**config.mk**
```make
export PLATFORM = sky130hd
export DESIGN_NAME = ecu_exp_cell
export DESIGN_NICKNAME = d
export VERILOG_FILES = /design/src/rtl/ecu_pkg.sv /design/src/rtl/ecu_exp_cell.sv
export SDC_FILE = /design/constraint.sdc
export NUM_CORES = 1
export LEC_CHECK = 0
export ABC_AREA = 1
export BUFFER_PORTS_ARGS = -buffer_cell sky130_fd_sc_hd__buf_2
export CAP_MARGIN = 20
export CORE_AREA = 2 2 186 188
export CTS_BUF_LIST = sky130_fd_sc_hd__clkbuf_4 sky130_fd_sc_hd__clkbuf_8
export DETAILED_ROUTE_END_ITERATION = 10
export DIE_AREA = 0 0 188 190
export PLACE_DENSITY = 0.47
export SLEW_MARGIN = 20
export SYNTH_ARGS = -nofsm -noshare
export SYNTH_HDL_FRONTEND = slang
export SYNTH_SLANG_ARGS = --single-unit
```
**constraint.sdc**
```tcl
create_clock -name clk -period 0.8 [get_ports clk]
set_input_delay 0.16 -clock clk [delete_from_list [all_inputs] [get_ports clk]]
set_output_delay 0.16 -clock clk [all_outputs]
set_load 0.02 [all_outputs]
```
**src/rtl/ecu_pkg.sv**
```systemverilog
package ecu_pkg;

	// number format
	localparam int          FRAC_W  = 16;
	localparam logic [31:0] ONE     = 32'h0001_0000;
	localparam logic [31:0] HALF    = 32'h0000_8000;
	localparam logic [31:0] TWO     = 32'h0002_0000;
	localparam logic [31:0] THREE   = 32'h0003_0000;
	localparam logic [31:0] FOUR    = 32'h0004_0000;
	localparam logic [31:0] FIVE    = 32'h0005_0000;
	localparam logic [31:0] TEN     = 32'h000a_0000;
	localparam logic [31:0] S32_MIN = 32'h8000_0000;
	localparam logic [31:0] S32_MAX = 32'h7fff_ffff;

	// built-in back overshoots
	localparam logic [31:0] BACK_C    = 32'd111514;
	localparam logic [31:0] BACK_C_IO = 32'd99942;

	// exp underflow limit, -15.0
	localparam logic [31:0] EXP_FLOOR = 32'hfff1_0000;

	// reciprocal saturates when the divisor magnitude is at or below ONE >> 14
	localparam logic [31:0] DIV_SAT_LIM = 32'd4;

	// coarse log/exp step: 8.0, then halved per step
	localparam logic [31:0] STEP_BASE = 32'h0008_0000;

	localparam int COARSE_STEPS = 4;
	localparam int SHF_CELLS    = 20;
	localparam int DIV_CELLS    = 33;

	typedef enum logic [4:0] {
		ACT_LINEAR    = 5'd0,
		ACT_QUAD_IN   = 5'd1,
		ACT_QUAD_OUT  = 5'd2,
		ACT_QUAD_IO   = 5'd3,
		ACT_CUBIC_IN  = 5'd4,
		ACT_CUBIC_OUT = 5'd5,
		ACT_CUBIC_IO  = 5'd6,
		ACT_QUART_IN  = 5'd7,
		ACT_QUART_OUT = 5'd8,
		ACT_QUART_IO  = 5'd9,
		ACT_QUINT_IN  = 5'd10,
		ACT_QUINT_OUT = 5'd11,
		ACT_QUINT_IO  = 5'd12,
		ACT_EXPO_IN   = 5'd13,
		ACT_EXPO_OUT  = 5'd14,
		ACT_EXPO_IO   = 5'd15,
		ACT_BACK_IN   = 5'd16,
		ACT_BACK_OUT  = 5'd17,
		ACT_BACK_IO   = 5'd18,
		ACT_BACKP_IN  = 5'd19,
		ACT_BACKP_OUT = 5'd20,
		ACT_BACKP_IO  = 5'd21
	} act_t;

	// per-item data that rides along the cell chains
	typedef struct packed {
		act_t        act;
		logic [31:0] sv;
		logic [31:0] ev;
		logic [31:0] lo;
		logic [31:0] bq;
		logic [31:0] ex;
		logic        tlt;
		logic        tz;
		logic        tge;
		logic        lgneg;
		logic        lgdiv;
		logic        under;
		logic        eneg;
	} side_t;

	// restoring reciprocal lane
	typedef struct packed {
		logic [31:0] rem;
		logic [31:0] quo;
		logic [31:0] dsr;
		logic [31:0] opnd;
		logic        neg;
		side_t       side;
	} div_lane_t;

	// shift-and-add log/exp lane
	typedef struct packed {
		logic [31:0] x;
		logic [31:0] y;
		side_t       side;
	} shf_lane_t;

	// 16.16 product, floor, wrapped to 32 bits
	function automatic logic [31:0] fmul(input logic [31:0] a, input logic [31:0] b);
		logic signed [63:0] p;
		p = $signed(a) * $signed(b);
		return p[FRAC_W+31:FRAC_W];
	endfunction

	// log2(1 + 2^-(k+1)) in 16.16
	function automatic logic [31:0] ln_tab(input logic [3:0] k);
		logic [31:0] r;
		unique case (k)
			4'd0:  r = 32'h95c1;
			4'd1:  r = 32'h526a;
			4'd2:  r = 32'h2b80;
			4'd3:  r = 32'h1663;
			4'd4:  r = 32'h0b5d;
			4'd5:  r = 32'h05b9;
			4'd6:  r = 32'h02e0;
			4'd7:  r = 32'h0170;
			4'd8:  r = 32'h00b8;
			4'd9:  r = 32'h005c;
			4'd10: r = 32'h002e;
			4'd11: r = 32'h0017;
			4'd12: r = 32'h000b;
			4'd13: r = 32'h0006;
			4'd14: r = 32'h0003;
			4'd15: r = 32'h0001;
		endcase
		return r;
	endfunction

	// finish ONE / b from quotient magnitude, with saturation
	function automatic logic [31:0] recip_fix(input logic [31:0] q, input logic [31:0] dsr,
			input logic neg);
		logic [31:0] r;
		if (dsr <= DIV_SAT_LIM) begin
			r = neg ? S32_MIN : S32_MAX;
		end else begin
			r = neg ? (32'd0 - q) : q;
		end
		return r;
	endfunction

	// divide by two, toward zero
	function automatic logic [31:0] half_tz(input logic [31:0] v);
		logic [31:0] s;
		s = v + {31'd0, v[31]};
		return {s[31], s[31:1]};
	endfunction

	// 16.16 divide by 2.0, saturating at the most negative value
	function automatic logic [31:0] div2_sat(input logic [31:0] v);
		return (v == S32_MIN) ? S32_MIN : half_tz(v);
	endfunction

endpackage

```
**src/rtl/ecu_exp_cell.sv**
```systemverilog
// One shift-and-add exp2 step: coarse powers first, then table steps.
module ecu_exp_cell #(
	parameter int IDX = 0
) (
	input  logic                  clk,
	input  logic                  arst_n,
	input  logic                  in_vld,
	input  ecu_pkg::shf_lane_t    din,
	output logic                  out_vld,
	output ecu_pkg::shf_lane_t    dout
);

	logic [31:0] trial;
	logic [31:0] ynext;
	logic        take;

	generate
		if (IDX < ecu_pkg::COARSE_STEPS) begin : g_coarse
			assign trial = din.x - (ecu_pkg::STEP_BASE >> IDX);
			assign ynext = din.y << (8 >> IDX);
		end else begin : g_fine
			assign trial = din.x - ecu_pkg::ln_tab(4'(IDX - ecu_pkg::COARSE_STEPS));
			assign ynext = din.y + (din.y >> (IDX - ecu_pkg::COARSE_STEPS + 1));
		end
	endgenerate

	assign take = !trial[31];

	always_ff @(posedge clk or negedge arst_n) begin
		if (!arst_n) begin
			out_vld <= 1'b0;
		end else begin
			out_vld <= in_vld;
		end
	end

	always_ff @(posedge clk) begin
		dout.x    <= take ? trial : din.x;
		dout.y    <= take ? ynext : din.y;
		dout.side <= din.side;
	end

endmodule

```
==> results by group <==
Finish
  • Finished Cell Area: 14200 um^2
  • Fraction of layout cells with a size suffix above 1: 68.8%
  • Fin cells: 1703
  • Area growth from synthesis to layout: 149%
  • Layout Nets: 1458

Critical path
  • Critical Path Start Type: flop
  • Slowest cell delay on critical path: 380 ps
  • Critical Path End Type: primary output
  • CP top delay family: flip-flops
  • Setup Crit Path Kind: flop to primary output
  • CP required: 640 ps
  • Worst setup path startpoint: out_vld
  • CP max stage cell: dfrtp_1
  • Cells along the critical path: buf_6
  • Max Fanout on Critical Path: 1
  • CP bufs+invs: 1
  • WP data arrival: 1080 ps

Clock network
  • CTS root buffer: clkbuf_8
  • Clk sinks: 237
  • Longest Clk Path Bufs: 3
  • CTS Buf Count: 42
  • TritonCTS clock tree: yes
  • CTS clk-pin slew, worst paths: 60 ps
  • H-tree Lvls: 2

Global route
  • Global-route usage over all layers: 14.5%
  • Total grt overflow: 0
  • Number of global-route vias before repair: 6675
  • Initial antenna violation count: 1
  • First-pass GRT wire length: 38700 um
  • Largest net degree at the start of global routing: 19

Floorplanning
  • Area of the die: 35700 um^2
  • Core region area: 33900 um^2
  • Num rows: 68
  • Starting Density: 16.7%
  • Die Width: 188 um
  • Die Height: 190 um
  • # IOs: 476

Pwr
  • Flop pwr share: 42.5%
  • PwrDens: 2160 nW/um^2
  • Switching power: 7.51 mW
  • Leak Pwr: 6.70 nW
  • Sw frac: 24.5%
  • Clock network power share: 42.2%
  • Maximum vdd drop: 1440 uV
  • P_int: 23.1 mW
  • Logic pwr share: 15.4%

Logic synthesis
  • Netlist cell types: 18
  • Mapped cell area: 5680 um^2
  • Post-synthesis sequential area ratio: 83.6%
  • Syn Nets: 674
  • Syn. warnings: 0
  • Async SR Flop Fraction: 0.422%
  • Count of mapped cells out of synthesis: 434
  • Avg Inst Size Synth: 13.1 um^2
  • EDFF count, synth: 0
  • Post-synth top area share: 83.2%
  • Top cells by instance count after synthesis: 236 x dfxtp_1, 128 x nand2_1, 18 x inv_1
  • Cell taking the most area after synthesis: dfxtp_1
  • FF+latch count, synth: 237
  • Area contributors post-synth: dfxtp_1 83%, nand2_1 8.5%, nor2_2 1.2%, inv_1 1.2%, buf_6 0.99%
  • Predominant post-synthesis flop cell: dfxtp_1
  • Count leader, synth: dfxtp_1

Timing
  • Max Slew Vio Count: 0
  • Hold Slack: -138 ps
  • Post-route minimum period: 1240 ps
  • RSZ-0062 raised after global routing: yes
  • Slew HR: 85.9%
  • Final setup fails: 238
  • Worst-Margin Slew: 211 ps
  • Final hold vios: 1
  • Final period utilization: 155%
  • Final worst slack: -442 ps
  • Fmax achieved: 805 MHz
  • Total negative slack: -87010 ps

Placement
  • Gp weighted congestion: 0.768
  • DP Area: 8880 um^2
  • Setup WS pre-CTS: -646 ps
  • Total placed cells including tap cells: 1386
  • Port buffer count: 475
  • DP HPWL: 18000 um

Route
  • Vias/cell: 3.51
  • Drt first pass iters: 4
  • Final wirelength: 26900 um
  • Routed vias: 5985
  • Initial DRC count: 87
  • Post-route antenna net violation count: 0
  • DRC: 0
  • Wire per inst: 15.8 um

Job
  • Max_cap viols: 0

Hold path
  • Hold Path Class: input port to flop
  • Hold_sp: din[223]

Outcome
  • Violated checks: hold timing, setup timing
  • Status: finished with violations
## logic make-up (layout without fill, tap and decap cells)
kind of cell / count (synthesis) / after routing / share of synthesized area (%)
and+or+nand+nor: 165 / 165 / 12.6
other: 0 / 1 / 0
buffers and inverters: 25 / 838 / 2.71
xor gates and xnor gates: 6 / 6 / 0.925
DFF: 237 / 237 / 83.6
adders and majority gates: 1 / 1 / 0.220
## cell usage in the layout (no fill, tap or decap), drive strengths merged
cell type	count
bufinv	5
clkbuf	60
dlygate4sd3	237
diode	1
clkinv	6
buf	507
nand3	3
clkinvlp	2
ha	1
nor2	24
nand2	135
dfxtp	236
dlymetal6s4s	2
xor2	4
dfrtp	1
nand3b	3
inv	19
xnor2	2
## flip-flops by register name, indices dropped and copies added (netlist names)
signal,cells
out_vld,1
dout,236
## stage by stage
stage          utilization [%]  power (mW)
4_1_cts                   41.3        31.0
6_report                  41.7        30.6
5_1_grt                   41.7        32.0
3_5_place_dp              26.2        15.8
3_3_place_gp              26.2        15.8
2_1_floorplan                -        14.2
## timing repair
action,in CTS,in global routing
setup endpoints to repair,239,277
pin swaps,0,11
hold endpoints to repair,237,2
hold buffers,239,1
cloned,0,1
setup buffers,0,3
gates resized for setup,710,25
## layer usage
| layer | routed length [um] | global-route usage [%] | up-vias |
|---|---|---|---|
| met5 | 0 | 0 | - |
| met4 | 1080 | 7.33 | 0 |
| met3 | 2250 | 5.20 | 62 |
| met2 | 13600 | 25.6 | 313 |
| met1 | 9990 | 15.2 | 2720 |
| li1 | - | - | 2890 |
## tightest hold or removal path, cell delays in order
cell and delay [ps]:
buf_4 120, nand2_1 60, nand2_1 60
## area by class of cell
type / instances / area (um^2)
Fill cell: 3169 / 19800
Clock inverter: 14 / 210
Timing Repair Buffer: 747 / 6610
Inverter: 18 / 87.6
Multi-Input combinational cell: 172 / 886
Antenna cell: 1 / 2.50
Clock buffer: 59 / 756
Sequential cell: 237 / 5040
Tap cell: 455 / 569
## path summary, 6_finish.rpt
check	cells past startpoint	endpoint	slack [ps]
max in group asynchronous	3	out_vld	200
min in group asynchronous	3	out_vld	500
worst min-delay path	3	dout[223]	-140
worst max-delay path	1	out_vld	-440
## power by group through the flow
stage	combinational (mW)	clock, mW	sequential, mW
finish	4.70	12.9	13.0
floorplan	0.346	0	13.8
global route	4.96	14.0	13.0
detailed placement	2.88	0	12.9
global placement	2.87	0	12.9
CTS	4.65	13.4	13.0
(Power assumes the default switching activity.)
