<file path="src/rtl/ecu_pkg.sv">
package ecu_pkg;

	// number format
	localparam int          FRAC_W  = 16;
	localparam logic [31:0] ONE     = 32'h0001_0000;
	localparam logic [31:0] HALF    = 32'h0000_8000;
	localparam logic [31:0] TWO     = 32'h0002_0000;
	localparam logic [31:0] THREE   = 32'h0003_0000;
	localparam logic [31:0] FOUR    = 32'h0004_0000;
	localparam logic [31:0] FIVE    = 32'h0005_0000;
	localparam logic [31:0] TEN     = 32'h000a_0000;
	localparam logic [31:0] S32_MIN = 32'h8000_0000;
	localparam logic [31:0] S32_MAX = 32'h7fff_ffff;

	// built-in back overshoots
	localparam logic [31:0] BACK_C    = 32'd111514;
	localparam logic [31:0] BACK_C_IO = 32'd99942;

	// exp underflow limit, -15.0
	localparam logic [31:0] EXP_FLOOR = 32'hfff1_0000;

	// reciprocal saturates when the divisor magnitude is at or below ONE >> 14
	localparam logic [31:0] DIV_SAT_LIM = 32'd4;

	// coarse log/exp step: 8.0, then halved per step
	localparam logic [31:0] STEP_BASE = 32'h0008_0000;

	localparam int COARSE_STEPS = 4;
	localparam int SHF_CELLS    = 20;
	localparam int DIV_CELLS    = 33;

	typedef enum logic [4:0] {
		ACT_LINEAR    = 5'd0,
		ACT_QUAD_IN   = 5'd1,
		ACT_QUAD_OUT  = 5'd2,
		ACT_QUAD_IO   = 5'd3,
		ACT_CUBIC_IN  = 5'd4,
		ACT_CUBIC_OUT = 5'd5,
		ACT_CUBIC_IO  = 5'd6,
		ACT_QUART_IN  = 5'd7,
		ACT_QUART_OUT = 5'd8,
		ACT_QUART_IO  = 5'd9,
		ACT_QUINT_IN  = 5'd10,
		ACT_QUINT_OUT = 5'd11,
		ACT_QUINT_IO  = 5'd12,
		ACT_EXPO_IN   = 5'd13,
		ACT_EXPO_OUT  = 5'd14,
		ACT_EXPO_IO   = 5'd15,
		ACT_BACK_IN   = 5'd16,
		ACT_BACK_OUT  = 5'd17,
		ACT_BACK_IO   = 5'd18,
		ACT_BACKP_IN  = 5'd19,
		ACT_BACKP_OUT = 5'd20,
		ACT_BACKP_IO  = 5'd21
	} act_t;

	// per-item data that rides along the cell chains
	typedef struct packed {
		act_t        act;
		logic [31:0] sv;
		logic [31:0] ev;
		logic [31:0] lo;
		logic [31:0] bq;
		logic [31:0] ex;
		logic        tlt;
		logic        tz;
		logic        tge;
		logic        lgneg;
		logic        lgdiv;
		logic        under;
		logic        eneg;
	} side_t;

	// restoring reciprocal lane
	typedef struct packed {
		logic [31:0] rem;
		logic [31:0] quo;
		logic [31:0] dsr;
		logic [31:0] opnd;
		logic        neg;
		side_t       side;
	} div_lane_t;

	// shift-and-add log/exp lane
	typedef struct packed {
		logic [31:0] x;
		logic [31:0] y;
		side_t       side;
	} shf_lane_t;

	// 16.16 product, floor, wrapped to 32 bits
	function automatic logic [31:0] fmul(input logic [31:0] a, input logic [31:0] b);
		logic signed [63:0] p;
		p = $signed(a) * $signed(b);
		return p[FRAC_W+31:FRAC_W];
	endfunction

	// log2(1 + 2^-(k+1)) in 16.16
	function automatic logic [31:0] ln_tab(input logic [3:0] k);
		logic [31:0] r;
		unique case (k)
			4'd0:  r = 32'h95c1;
			4'd1:  r = 32'h526a;
			4'd2:  r = 32'h2b80;
			4'd3:  r = 32'h1663;
			4'd4:  r = 32'h0b5d;
			4'd5:  r = 32'h05b9;
			4'd6:  r = 32'h02e0;
			4'd7:  r = 32'h0170;
			4'd8:  r = 32'h00b8;
			4'd9:  r = 32'h005c;
			4'd10: r = 32'h002e;
			4'd11: r = 32'h0017;
			4'd12: r = 32'h000b;
			4'd13: r = 32'h0006;
			4'd14: r = 32'h0003;
			4'd15: r = 32'h0001;
		endcase
		return r;
	endfunction

	// finish ONE / b from quotient magnitude, with saturation
	function automatic logic [31:0] recip_fix(input logic [31:0] q, input logic [31:0] dsr,
			input logic neg);
		logic [31:0] r;
		if (dsr <= DIV_SAT_LIM) begin
			r = neg ? S32_MIN : S32_MAX;
		end else begin
			r = neg ? (32'd0 - q) : q;
		end
		return r;
	endfunction

	// divide by two, toward zero
	function automatic logic [31:0] half_tz(input logic [31:0] v);
		logic [31:0] s;
		s = v + {31'd0, v[31]};
		return {s[31], s[31:1]};
	endfunction

	// 16.16 divide by 2.0, saturating at the most negative value
	function automatic logic [31:0] div2_sat(input logic [31:0] v);
		return (v == S32_MIN) ? S32_MIN : half_tz(v);
	endfunction

endpackage

</file>
<file path="src/rtl/ecu_div_cell.sv">
// One restoring step of 2^32 / dsr; the first cell takes the only set dividend bit.
module ecu_div_cell #(
	parameter int IDX = 0
) (
	input  logic                  clk,
	input  logic                  arst_n,
	input  logic                  in_vld,
	input  ecu_pkg::div_lane_t    din,
	output logic                  out_vld,
	output ecu_pkg::div_lane_t    dout
);

	localparam logic DBIT = (IDX == 0);

	logic [32:0] trial;
	logic [32:0] diff;
	logic        fit;

	// shift in next dividend bit, trial subtract
	assign trial = {din.rem, DBIT};
	assign diff  = trial - {1'b0, din.dsr};
	assign fit   = trial >= {1'b0, din.dsr};

	always_ff @(posedge clk or negedge arst_n) begin
		if (!arst_n) begin
			out_vld <= 1'b0;
		end else begin
			out_vld <= in_vld;
		end
	end

	always_ff @(posedge clk) begin
		dout.rem  <= fit ? diff[31:0] : trial[31:0];
		dout.quo  <= {din.quo[30:0], fit};
		dout.dsr  <= din.dsr;
		dout.opnd <= din.opnd;
		dout.neg  <= din.neg;
		dout.side <= din.side;
	end

endmodule

</file>
<file path="config.mk">
export PLATFORM = sky130hd
export DESIGN_NAME = ecu_div_cell
export DESIGN_NICKNAME = d
export VERILOG_FILES = /design/src/rtl/ecu_pkg.sv /design/src/rtl/ecu_div_cell.sv
export SDC_FILE = /design/constraint.sdc
export NUM_CORES = 1
export LEC_CHECK = 0
export ABC_AREA = 1
export BUFFER_PORTS_ARGS = -buffer_cell sky130_fd_sc_hd__buf_2
export CAP_MARGIN = 10
export CORE_AREA = 2 2 233 235
export DETAILED_ROUTE_END_ITERATION = 6
export DIE_AREA = 0 0 235 237
export HOLD_SLACK_MARGIN = 0.1
export SLEW_MARGIN = 10
export SYNTH_ARGS = -nofsm -noshare
export SYNTH_HDL_FRONTEND = slang
export SYNTH_SLANG_ARGS = --single-unit
</file>
<file path="constraint.sdc">
create_clock -name clk -period 0.8 [get_ports clk]
set_clock_uncertainty 0.05 [all_clocks]
set_input_delay 0.04 -clock clk [delete_from_list [all_inputs] [get_ports clk]]
set_output_delay 0.04 -clock clk [all_outputs]
set_load 0.03 [all_outputs]
</file>
==> qor.json <==
{
  "status": "complete, but fails checks",
  "violations": "negative hold slack, negative setup slack",
  "io_pins": 606,
  "slew-limit-headroom_pct": 79.9,
  "io_buffer_count": 604,
  "cts_inserted_buffers": 39,
  "tightest_slew_ns": 0.300,
  "kind_of_start_point_of_the_critical_path": "primary input",
  "synth.yosys.seq_area_share_pct": 67.0,
  "clock_tree.root_cell": "clkbuf_16",
  "synth_area_per_cell_um2": 9.46,
  "path_buf_inv": 4,
  "worst_hold_path_type": "in -> reg",
  "crit_type": "in -> reg",
  "syn_to_layout_area_delta_pct": 141,
  "power_per_cell_area_mw_per_mm2": 2170,
  "die_h_um": 237,
  "clkPwrFrac_pct": 40.5,
  "floorplan.rows": 85,
  "post_synth_instance_area_mm2": 0.00902,
  "place_worst_setup_slack_ns": -1.16,
  "unrepaired_setup_endpoints_after_global_routing": "true",
  "yosys_warnings": 0,
  "synth_cell_type_count": 27,
  "cell_breakdown_of_the_critical_path": "buf_4 > ha_4 > buf_6 > nand2_4 > nand2_2 > nand2_1 > nand2_1 > a21oi_2 > nand2_2 > nor2_4 > nand2_8 > buf_12 > clkbuf_16 > nand3_2 > nand2_1",
  "wl_mm": 62.5,
  "cts.clk_slew.worst_paths_ns": 0.05,
  "cp-startpoint": "din[298]",
  "synth-xor-area-share_pct": 1.36,
  "fin_setup_tns_ns": -109.94,
  "total_power_mw": 47.3,
  "synth-compound-area-share_pct": 0.970,
  "area_share_of_fa_ha_maj_cells_after_synthesis_pct": 4.52,
  "largest_fanout_on_the_critical_path": 6,
  "most_used_cell_along_the_critical_path": "nand2_1",
  "die_area_mm2": 0.0557,
  "start_util_pct": 16.9,
  "synth-seq-cells": 302,
  "critical-path-max-stage-delay_ns": 0.25,
  "length_of_the_first_detailed_routing_pass_in_iterations": 7,
  "timing.final.ws_setup_ns": -0.509,
  "power.sequential.fraction_pct": 35.8,
  "maxCapViolCount": 0,
  "cts.path.max_buffers": 3,
  "grt_pass1_wl_mm": 85.2,
  "via_count": 10300,
  "routed_via_density": 3.75,
  "timing.critical_path.arrival_ns": 1.71,
  "final_hpwl_from_detailed_placement_mm": 47.3,
  "timing_hold_violations_final": 32,
  "drt_iter0_drc": 350,
  "final_estimated_routing_congestion_in_global_placement": 0.901,
  "min_period_over_period_pct": 164,
  "critPathRequiredTime_ns": 1.20,
  "final-setup-viol-count": 336,
  "grt_pass1_vias": 11400,
  "vdd_drop_max_v": 0.00149,
  "synth-simple-area-share_pct": 18.7,
  "max_freq_mhz": 764,
  "proportion_of_layout_cells_with_a_drive_suffix_above_1_pct": 62.3,
  "sw_frac_of_total_pct": 29.9,
  "cts_htree_levels": 2,
  "min_period_ns": 1.31,
  "power.combinational.fraction_pct": 23.7,
  "finish.net_count": 2357,
  "antenna_found_initial": 21,
  "drc_errors": 0,
  "maximum_number_of_pins_on_one_net_before_global_route_repair": 15,
  "numClockSinks": 302,
  "nFillCells": 5101,
  "internal_power_mw": 33.1,
  "hold_slack_ns": -0.469,
  "netlist_instances": 954,
  "p_switching_mw": 14.2,
  "timing.critical_path.max_delay_family": "simple AND/OR/NAND/NOR gates",
  "global_route.overflow_total": 0,
  "core-area_mm2": 0.0533,
  "global_route.usage.total_pct": 21.6,
  "cts_tree": "built",
  "leakage_nw": 10.7,
  "post_synth_mux_area_share_pct": 0,
  "sequential_cell_area_mm2": 0.00645,
  "hold_path_startpoint": "din[209]",
  "drtAntennaViolNets": 0,
  "dominant_combinational_cell_family_by_area_after_synthesis": "simple AND/OR/NAND/NOR gates",
  "die_x_extent_um": 235,
  "synth_nets": 1290,
  "routed_wire_length_per_instance_um": 22.7,
  "setup.worst_path.end_class": "register",
  "multiInputGateArea_mm2": 0.00309,
  "slowest_stage": "ha_4",
  "drv_slew": 0
}
flip-flops by register name, indices dropped and copies added, names as in the netlist:
signal   flops
out_vld      1
dout       301
metrics by stage:
| step | std cells | utilization [%] | area (µm²) |
|---|---|---|---|
| floorplan | 954 | - | 9060 |
| global placement | 2365 | 26.0 | 13900 |
| detailed placement | 2365 | 26.0 | 13900 |
| CTS | 2817 | 38.7 | 20600 |
| global route | 2750 | 40.8 | 21800 |
| finish | 2756 | 40.9 | 21800 |
layout make-up:
type / count / share of cell area (%)
Timing Repair Buffer: 1032 / 42.7
Sequential cell: 302 / 29.6
Multi-Input combinational cell: 480 / 14.2
Clock buffer: 50 / 4.99
Tap cell: 696 / 4.00
Inverter: 166 / 2.98
Clock inverter: 22 / 1.44
Antenna cell: 8 / 0.0919
kinds of logic (layout without fill, tap and decap cells):
logic type,Yosys count,in the layout
simple gates,417,417
flops,302,302
buf+inv,172,1270
fa+ha+maj,32,32
compound gates,17,17
xor+xnor,14,14
other cells,0,8
timing repair:
item,CTS,global route
pin swaps,24,23
resized for setup,477,848
hold buffers,365,11
endpoints found under the hold margin,302,202
gates cloned,3,1
endpoints found under the setup margin,335,434
buffers inserted,13,9
worst paths after layout:
check | endpoint | slack [ns] | cells past startpoint
worst max-delay path | dout[294] | -0.51 | 15
worst min-delay path | dout[209] | -0.47 | 1
max in group asynchronous | out_vld | 0.11 | 3
min in group asynchronous | out_vld | 0.49 | 3
power by group through the flow:
stage / registers, mW / clock network, mW / logic (mW)
floorplan: 18.8 / 0 / 1.72
global placement: 16.8 / 0 / 7.67
detailed placement: 16.8 / 0 / 7.65
CTS: 16.6 / 19.6 / 10.3
global route: 17.0 / 20.2 / 11.9
finish: 16.9 / 19.2 / 11.2
cells in the final DEF, fill, tap and decap left out, drive strengths merged, types with 4 or more instances in the layout:
master / synthesis / layout
clkinv: 0 / 8
a21oi: 13 / 13
buf: 6 / 740
clkinvlp: 0 / 4
nand3: 42 / 42
ha: 31 / 31
nand4: 6 / 6
dlygate4sd3: 0 / 280
nand2: 315 / 315
dlymetal6s4s: 0 / 11
clkbuf: 0 / 51
nor2: 46 / 46
bufinv: 0 / 5
xor2: 13 / 13
diode: 0 / 8
inv: 166 / 171
dfxtp: 301 / 301
per-layer routing:
| metal | GRT usage, % | wire (µm) | share of wire [%] |
|---|---|---|---|
| met5 | 0 | 111 | 0.18 |
| met4 | 11.7 | 3780 | 6.0 |
| met3 | 8.69 | 5700 | 9.1 |
| met2 | 35.2 | 29000 | 46 |
| met1 | 24.1 | 23900 | 38 |
cells in the mapped netlist:
cell type | number | area (µm²)
nand2_1 | 311 | 1170
o21ai_1 | 1 | 5.00
nor3_2 | 1 | 10.0
nand4_1 | 6 | 37.5
or2_2 | 3 | 18.8
nand3b_1 | 2 | 15.0
ha_1 | 31 | 388
and2_1 | 1 | 6.26
fa_1 | 1 | 20.0
inv_1 | 162 | 608
dfxtp_1 | 301 | 6030
nor2_1 | 41 | 154
nor3_1 | 1 | 5.00
a21o_1 | 1 | 7.51
inv_2 | 4 | 15.0
buf_6 | 2 | 22.5
xnor2_1 | 1 | 8.76
nor2_4 | 1 | 11.3
nor2_2 | 4 | 25.0
dfrtp_1 | 1 | 25.0
nand3_1 | 42 | 210
xor2_1 | 13 | 114
nand2_2 | 3 | 18.8
o21ai_0 | 2 | 10.0
nand2_4 | 1 | 11.3
a21oi_1 | 13 | 65.1
buf_2 | 4 | 20.0
Power figures use the tool's default switching activity.
