`src/rtl/ecu_pkg.sv`:
```
package ecu_pkg;

	// number format
	localparam int          FRAC_W  = 16;
	localparam logic [31:0] ONE     = 32'h0001_0000;
	localparam logic [31:0] HALF    = 32'h0000_8000;
	localparam logic [31:0] TWO     = 32'h0002_0000;
	localparam logic [31:0] THREE   = 32'h0003_0000;
	localparam logic [31:0] FOUR    = 32'h0004_0000;
	localparam logic [31:0] FIVE    = 32'h0005_0000;
	localparam logic [31:0] TEN     = 32'h000a_0000;
	localparam logic [31:0] S32_MIN = 32'h8000_0000;
	localparam logic [31:0] S32_MAX = 32'h7fff_ffff;

	// built-in back overshoots
	localparam logic [31:0] BACK_C    = 32'd111514;
	localparam logic [31:0] BACK_C_IO = 32'd99942;

	// exp underflow limit, -15.0
	localparam logic [31:0] EXP_FLOOR = 32'hfff1_0000;

	// reciprocal saturates when the divisor magnitude is at or below ONE >> 14
	localparam logic [31:0] DIV_SAT_LIM = 32'd4;

	// coarse log/exp step: 8.0, then halved per step
	localparam logic [31:0] STEP_BASE = 32'h0008_0000;

	localparam int COARSE_STEPS = 4;
	localparam int SHF_CELLS    = 20;
	localparam int DIV_CELLS    = 33;

	typedef enum logic [4:0] {
		ACT_LINEAR    = 5'd0,
		ACT_QUAD_IN   = 5'd1,
		ACT_QUAD_OUT  = 5'd2,
		ACT_QUAD_IO   = 5'd3,
		ACT_CUBIC_IN  = 5'd4,
		ACT_CUBIC_OUT = 5'd5,
		ACT_CUBIC_IO  = 5'd6,
		ACT_QUART_IN  = 5'd7,
		ACT_QUART_OUT = 5'd8,
		ACT_QUART_IO  = 5'd9,
		ACT_QUINT_IN  = 5'd10,
		ACT_QUINT_OUT = 5'd11,
		ACT_QUINT_IO  = 5'd12,
		ACT_EXPO_IN   = 5'd13,
		ACT_EXPO_OUT  = 5'd14,
		ACT_EXPO_IO   = 5'd15,
		ACT_BACK_IN   = 5'd16,
		ACT_BACK_OUT  = 5'd17,
		ACT_BACK_IO   = 5'd18,
		ACT_BACKP_IN  = 5'd19,
		ACT_BACKP_OUT = 5'd20,
		ACT_BACKP_IO  = 5'd21
	} act_t;

	// per-item data that rides along the cell chains
	typedef struct packed {
		act_t        act;
		logic [31:0] sv;
		logic [31:0] ev;
		logic [31:0] lo;
		logic [31:0] bq;
		logic [31:0] ex;
		logic        tlt;
		logic        tz;
		logic        tge;
		logic        lgneg;
		logic        lgdiv;
		logic        under;
		logic        eneg;
	} side_t;

	// restoring reciprocal lane
	typedef struct packed {
		logic [31:0] rem;
		logic [31:0] quo;
		logic [31:0] dsr;
		logic [31:0] opnd;
		logic        neg;
		side_t       side;
	} div_lane_t;

	// shift-and-add log/exp lane
	typedef struct packed {
		logic [31:0] x;
		logic [31:0] y;
		side_t       side;
	} shf_lane_t;

	// 16.16 product, floor, wrapped to 32 bits
	function automatic logic [31:0] fmul(input logic [31:0] a, input logic [31:0] b);
		logic signed [63:0] p;
		p = $signed(a) * $signed(b);
		return p[FRAC_W+31:FRAC_W];
	endfunction

	// log2(1 + 2^-(k+1)) in 16.16
	function automatic logic [31:0] ln_tab(input logic [3:0] k);
		logic [31:0] r;
		unique case (k)
			4'd0:  r = 32'h95c1;
			4'd1:  r = 32'h526a;
			4'd2:  r = 32'h2b80;
			4'd3:  r = 32'h1663;
			4'd4:  r = 32'h0b5d;
			4'd5:  r = 32'h05b9;
			4'd6:  r = 32'h02e0;
			4'd7:  r = 32'h0170;
			4'd8:  r = 32'h00b8;
			4'd9:  r = 32'h005c;
			4'd10: r = 32'h002e;
			4'd11: r = 32'h0017;
			4'd12: r = 32'h000b;
			4'd13: r = 32'h0006;
			4'd14: r = 32'h0003;
			4'd15: r = 32'h0001;
		endcase
		return r;
	endfunction

	// finish ONE / b from quotient magnitude, with saturation
	function automatic logic [31:0] recip_fix(input logic [31:0] q, input logic [31:0] dsr,
			input logic neg);
		logic [31:0] r;
		if (dsr <= DIV_SAT_LIM) begin
			r = neg ? S32_MIN : S32_MAX;
		end else begin
			r = neg ? (32'd0 - q) : q;
		end
		return r;
	endfunction

	// divide by two, toward zero
	function automatic logic [31:0] half_tz(input logic [31:0] v);
		logic [31:0] s;
		s = v + {31'd0, v[31]};
		return {s[31], s[31:1]};
	endfunction

	// 16.16 divide by 2.0, saturating at the most negative value
	function automatic logic [31:0] div2_sat(input logic [31:0] v);
		return (v == S32_MIN) ? S32_MIN : half_tz(v);
	endfunction

endpackage

```
`src/rtl/ecu_log_cell.sv`:
```
// One shift-and-add log2 step: coarse power-of-two scalings first, then table steps.
module ecu_log_cell #(
	parameter int IDX = 0
) (
	input  logic                  clk,
	input  logic                  arst_n,
	input  logic                  in_vld,
	input  ecu_pkg::shf_lane_t    din,
	output logic                  out_vld,
	output ecu_pkg::shf_lane_t    dout
);

	logic [31:0] trial;
	logic [31:0] inc;
	logic        take;

	generate
		if (IDX < ecu_pkg::COARSE_STEPS) begin : g_coarse
			assign trial = din.x << (8 >> IDX);
			assign inc   = ecu_pkg::STEP_BASE >> IDX;
		end else begin : g_fine
			assign trial = din.x + (din.x >> (IDX - ecu_pkg::COARSE_STEPS + 1));
			assign inc   = ecu_pkg::ln_tab(4'(IDX - ecu_pkg::COARSE_STEPS));
		end
	endgenerate

	assign take = $signed(trial) < $signed(ecu_pkg::ONE);

	always_ff @(posedge clk or negedge arst_n) begin
		if (!arst_n) begin
			out_vld <= 1'b0;
		end else begin
			out_vld <= in_vld;
		end
	end

	always_ff @(posedge clk) begin
		dout.x    <= take ? trial : din.x;
		dout.y    <= take ? (din.y + inc) : din.y;
		dout.side <= din.side;
	end

endmodule

```
`config.mk`:
```
export PLATFORM = sky130hd
export DESIGN_NAME = ecu_log_cell
export DESIGN_NICKNAME = d
export VERILOG_FILES = /design/src/rtl/ecu_pkg.sv /design/src/rtl/ecu_log_cell.sv
export SDC_FILE = /design/constraint.sdc
export NUM_CORES = 1
export LEC_CHECK = 0
export BUFFER_PORTS_ARGS = -buffer_cell sky130_fd_sc_hd__buf_4
export CAP_MARGIN = 20
export CORE_AREA = 8 8 177 179
export CTS_BUF_LIST = sky130_fd_sc_hd__clkbuf_16
export CTS_CLUSTER_DIAMETER = 80
export DETAILED_ROUTE_END_ITERATION = 16
export DIE_AREA = 0 0 185 187
export PLACE_DENSITY = 0.5
export SLEW_MARGIN = 10
export SYNTH_ARGS = -nofsm -noshare
export SYNTH_HDL_FRONTEND = slang
export SYNTH_SLANG_ARGS = --single-unit
```
`constraint.sdc`:
```
create_clock -name clk -period 1 [get_ports clk]
set_clock_uncertainty 0.2 [all_clocks]
set_input_delay 0.05 -clock clk [delete_from_list [all_inputs] [get_ports clk]]
set_output_delay 0.05 -clock clk [all_outputs]
set_load 0.03 [all_outputs]
```
==> summary.log <==
qor: power_and_ir_drop.power_frac_clock 0.402
qor: timing.timing_max_transition_violations_final 0
qor: floorplan.fp.dieArea 0.03460 mm2
qor: synth.syn-mean-instance-area 16.35 um2
qor: clock_tree.tritoncts done
qor: power_and_ir_drop.p_sw_frac 0.2512
qor: final_layout.sequential_cell_area 0.005047 mm2
qor: global_route.maximum_number_of_pins_on_one_net_before_global_route_repair 15
qor: place.dp_worst_setup_slack -0.5753 ns
qor: power_and_ir_drop.post-layout-total-power 0.02473 W
qor: synth.synth_top_cell_area_share 0.8731
qor: floorplan.die_height 187 um
qor: clock_tree.cts.sink_count 237
qor: global_route.overflow 0
qor: worst_setup_path.critical_path.cell_chain buf_6
qor: final_layout.area_growth 169.8%
qor: drt.vias 5513
qor: hold_path.hp-class input pin to flop
qor: final_layout.share_of_cells_above_drive_strength_1 0.7440
qor: worst_setup_path.startpoint_types flop
qor: clock_tree.clock_tree.root_cell sky130_fd_sc_hd__clkbuf_16
qor: worst_setup_path.critPathSlowestCell sky130_fd_sc_hd__dfrtp_1
qor: timing.period_needed 1.287 ns
qor: final_layout.finalNetCount 1352
qor: place.placer_congestion 0.7534
qor: synth.syn-instance-count 331
qor: global_route.grt_pass1_vias 6535
qor: drt.drt-total-wl 28.12 mm
qor: global_route.global_route_wire_length_before_repair 40.59 mm
qor: place.placedInstanceArea 0.009759 mm2
qor: synth.synth.ff_latch_count 237
qor: run_status.outcome finished, violations left
qor: synth.synthXorXnorAreaFrac 0.01942
qor: synth.synthesis.nets 571
qor: power_and_ir_drop.p_seq_frac 0.419
qor: synth.synth_compound_gate_area_share 0.003237
qor: timing.final.hold.worst_slack -0.4343 ns
qor: drt.number_of_nets_still_failing_antenna_checks_after_routing 0
qor: synth.synthDistinctLibCells 24
qor: clock_tree.clk_path_buf_depth 3
qor: timing.rsz0062_at_grt true
qor: worst_setup_path.cp.buffers_inverters 1
qor: floorplan.fp.coreArea 0.02839 mm2
qor: final_layout.layout.cells.most_common sky130_fd_sc_hd__buf_4
qor: worst_setup_path.timing.critical_path.required 0.75 ns
qor: final_layout.postLayoutCellArea 0.01460 mm2
qor: timing.setup_violations 272
qor: synth.synth_mux_area_frac 0.03329
qor: final_layout.finish.cell_count_without_fillers 1519
qor: run.maxCapViolations 0
qor: timing.setup_slack -0.2873 ns
qor: power_and_ir_drop.p_leak 6.654 nW
qor: floorplan.placement_rows 62
qor: power_and_ir_drop.netSwitchingPower 0.006213 W
qor: worst_setup_path.setup.worst_path.class flop to primary output
qor: worst_setup_path.crit_path_max_incr_delay 0.37 ns
qor: power_and_ir_drop.p_int 0.01852 W
qor: timing.fin_crit_sh 1.287
qor: final_layout.multiInputGateArea 804.5 um2
qor: synth.ys_seq_area_frac 0.8777
qor: floorplan.initial_utilization 0.1906
qor: clock_tree.register_clock_pin_slew_on_the_reported_worst_setup_and_hold_paths 0.06 ns
qor: final_layout.layout.cells.most_common_list 260 x sky130_fd_sc_hd__buf_4, 247 x sky130_fd_sc_hd__buf_6, 239 x sky130_fd_sc_hd__dlygate4sd3_1, 235 x sky130_fd_sc_hd__dfxtp_2, 30 x sky130_fd_sc_hd__clkbuf_16
qor: power_and_ir_drop.power_density 1694 mW/mm2
qor: floorplan.io_pins 476
qor: drt.post-route-drc-count 0
qor: final_layout.layout.filler_cells 2363
qor: place.detailedPlacementHpwl 18.92 mm
qor: drt.initialDrtViolationCount 85
qor: clock_tree.htree_num_levels 1
qor: worst_setup_path.path_delay_family flip-flops
qor: synth.synthesis.area 0.005411 mm2
qor: synth.count_of_yosys_warnings_during_synthesis 0
qor: timing.timing.fmax 776.8 MHz
qor: worst_setup_path.timing.critical_path.fanout_max 1
qor: place.numPlacedInstances 1212
qor: synth.adder_cell_area_share_of_the_yosys_netlist 0.002312
qor: synth.synth_top_family_by_area simple AND/OR/NAND/NOR gates
qor: timing.worst-slew-pin-transition 0.4006 ns
qor: worst_setup_path.timing.critical_path.arrival 1.04 ns
qor: drt.drt_first_pass_iters 4
qor: power_and_ir_drop.combinationalPowerShare 0.179
qor: global_route.track_usage 0.1531
qor: synth.synth_simple_gate_area_frac 0.05780
qor: synth.yosys-top-cells-area sky130_fd_sc_hd__dfxtp_1 87%, sky130_fd_sc_hd__mux2_2 3.3%, sky130_fd_sc_hd__nand2_1 1.6%
qor: timing.timing.final.hold_violations 160
qor: floorplan.die-width 185 um
qor: run_status.violations negative hold slack, negative setup slack
qor: drt.avgRoutedWirePerCell 18.51 um
qor: worst_setup_path.critPathCaptureType primary output
qor: final_layout.finalCoreUtilization 0.5141
qor: synth.synth_area_leader_cell sky130_fd_sc_hd__dfxtp_1
qor: power_and_ir_drop.max-vdd-ir-drop 1.107 mV
qor: timing.max_slew_margin 0.7321
qor: global_route.antenna_found_initial 2
qor: place.portBuffers 475
qor: drt.via_per_inst 3.629
qor: clock_tree.tritoncts.num_buffers 27
## logic make-up (layout without fill, tap and decap cells)
group / after synthesis / in the layout
AO/OA/AOI/OAI: 2 / 2
XOR/XNOR: 12 / 12
adder cells (fa/ha/maj): 1 / 1
buffers and inverters: 7 / 809
flip-flops: 237 / 237
multiplexers: 16 / 16
other: 0 / 2
AND/OR/NAND/NOR: 56 / 56
## registers in the layout, indices dropped and copies added, names as in the netlist
name     cells
out_vld      1
dout       236
## power groups by stage
stage               Clock [W]  Sequential [W]  Combinational [W]
floorplan                   0          0.0114           0.000189
global placement            0          0.0104            0.00313
detailed placement          0          0.0104            0.00314
CTS                    0.0103          0.0104            0.00434
global route           0.0107          0.0104            0.00461
finish                0.00994          0.0104            0.00442
## timing repair
| item | in CTS | in global routing |
|---|---|---|
| hold endpoints to repair | 238 | 210 |
| pin swaps | 10 | 17 |
| setup buffers | 4 | 6 |
| resized for setup | 484 | 39 |
| endpoints found under the setup margin | 242 | 273 |
| cloned | 2 | 2 |
| hold buffers | 241 | 8 |
## layout make-up
type,instances,share of cell area
clock inverters,23,0.01543
repair buffers,758,0.5039
clock buffers,27,0.04628
well taps,384,0.03291
inverters,1,0.0002571
multi-input cells,87,0.05511
flip-flops and latches,237,0.3458
diodes,2,0.0003428
## per-layer routing
layer | GRT usage | routed length, um | up-vias
li1 | - | - | 2637
met1 | 0.1473 | 9382 | 2533
met2 | 0.2880 | 14760 | 288
met3 | 0.06255 | 3097 | 55
met4 | 0.05080 | 877 | 0
met5 | 0 | 0 | -
## metrics by stage
stage               hold slack, ns  setup TNS [ns]
finish                     -0.4343          -57.22
global placement           -0.3744          -18.15
floorplan                  -0.4456          -9.316
detailed placement         -0.3719          -19.00
CTS                        -0.4657          -63.52
global route               -0.4602          -68.92
## Yosys cell counts
cell / number
sky130_fd_sc_hd__and4_1: 2
sky130_fd_sc_hd__nor3b_1: 1
sky130_fd_sc_hd__buf_1: 1
sky130_fd_sc_hd__inv_1: 1
sky130_fd_sc_hd__nand3_1: 4
sky130_fd_sc_hd__nor4_4: 2
sky130_fd_sc_hd__buf_2: 3
sky130_fd_sc_hd__clkbuf_1: 1
sky130_fd_sc_hd__dfrtp_1: 1
sky130_fd_sc_hd__xor2_1: 9
sky130_fd_sc_hd__ha_1: 1
sky130_fd_sc_hd__nor3_1: 2
sky130_fd_sc_hd__nor2_1: 6
sky130_fd_sc_hd__nor4_1: 3
sky130_fd_sc_hd__a41oi_1: 2
sky130_fd_sc_hd__nand2_1: 23
sky130_fd_sc_hd__mux2_2: 16
sky130_fd_sc_hd__nand4_1: 2
sky130_fd_sc_hd__and2_1: 9
sky130_fd_sc_hd__nand2b_1: 1
sky130_fd_sc_hd__dfxtp_1: 236
sky130_fd_sc_hd__buf_4: 1
sky130_fd_sc_hd__nor3b_2: 1
sky130_fd_sc_hd__xnor2_1: 3
## path summary, 6_finish.rpt
path	from	endpoint	slack (ns)	depth (start not counted)
worst max-delay path	out_vld	out_vld	-0.29	1
worst min-delay path	din[214]	dout[214]	-0.43	2
max in group asynchronous	arst_n	out_vld	0.31	3
min in group asynchronous	arst_n	out_vld	0.19	3
Power figures use the tool's default switching activity.
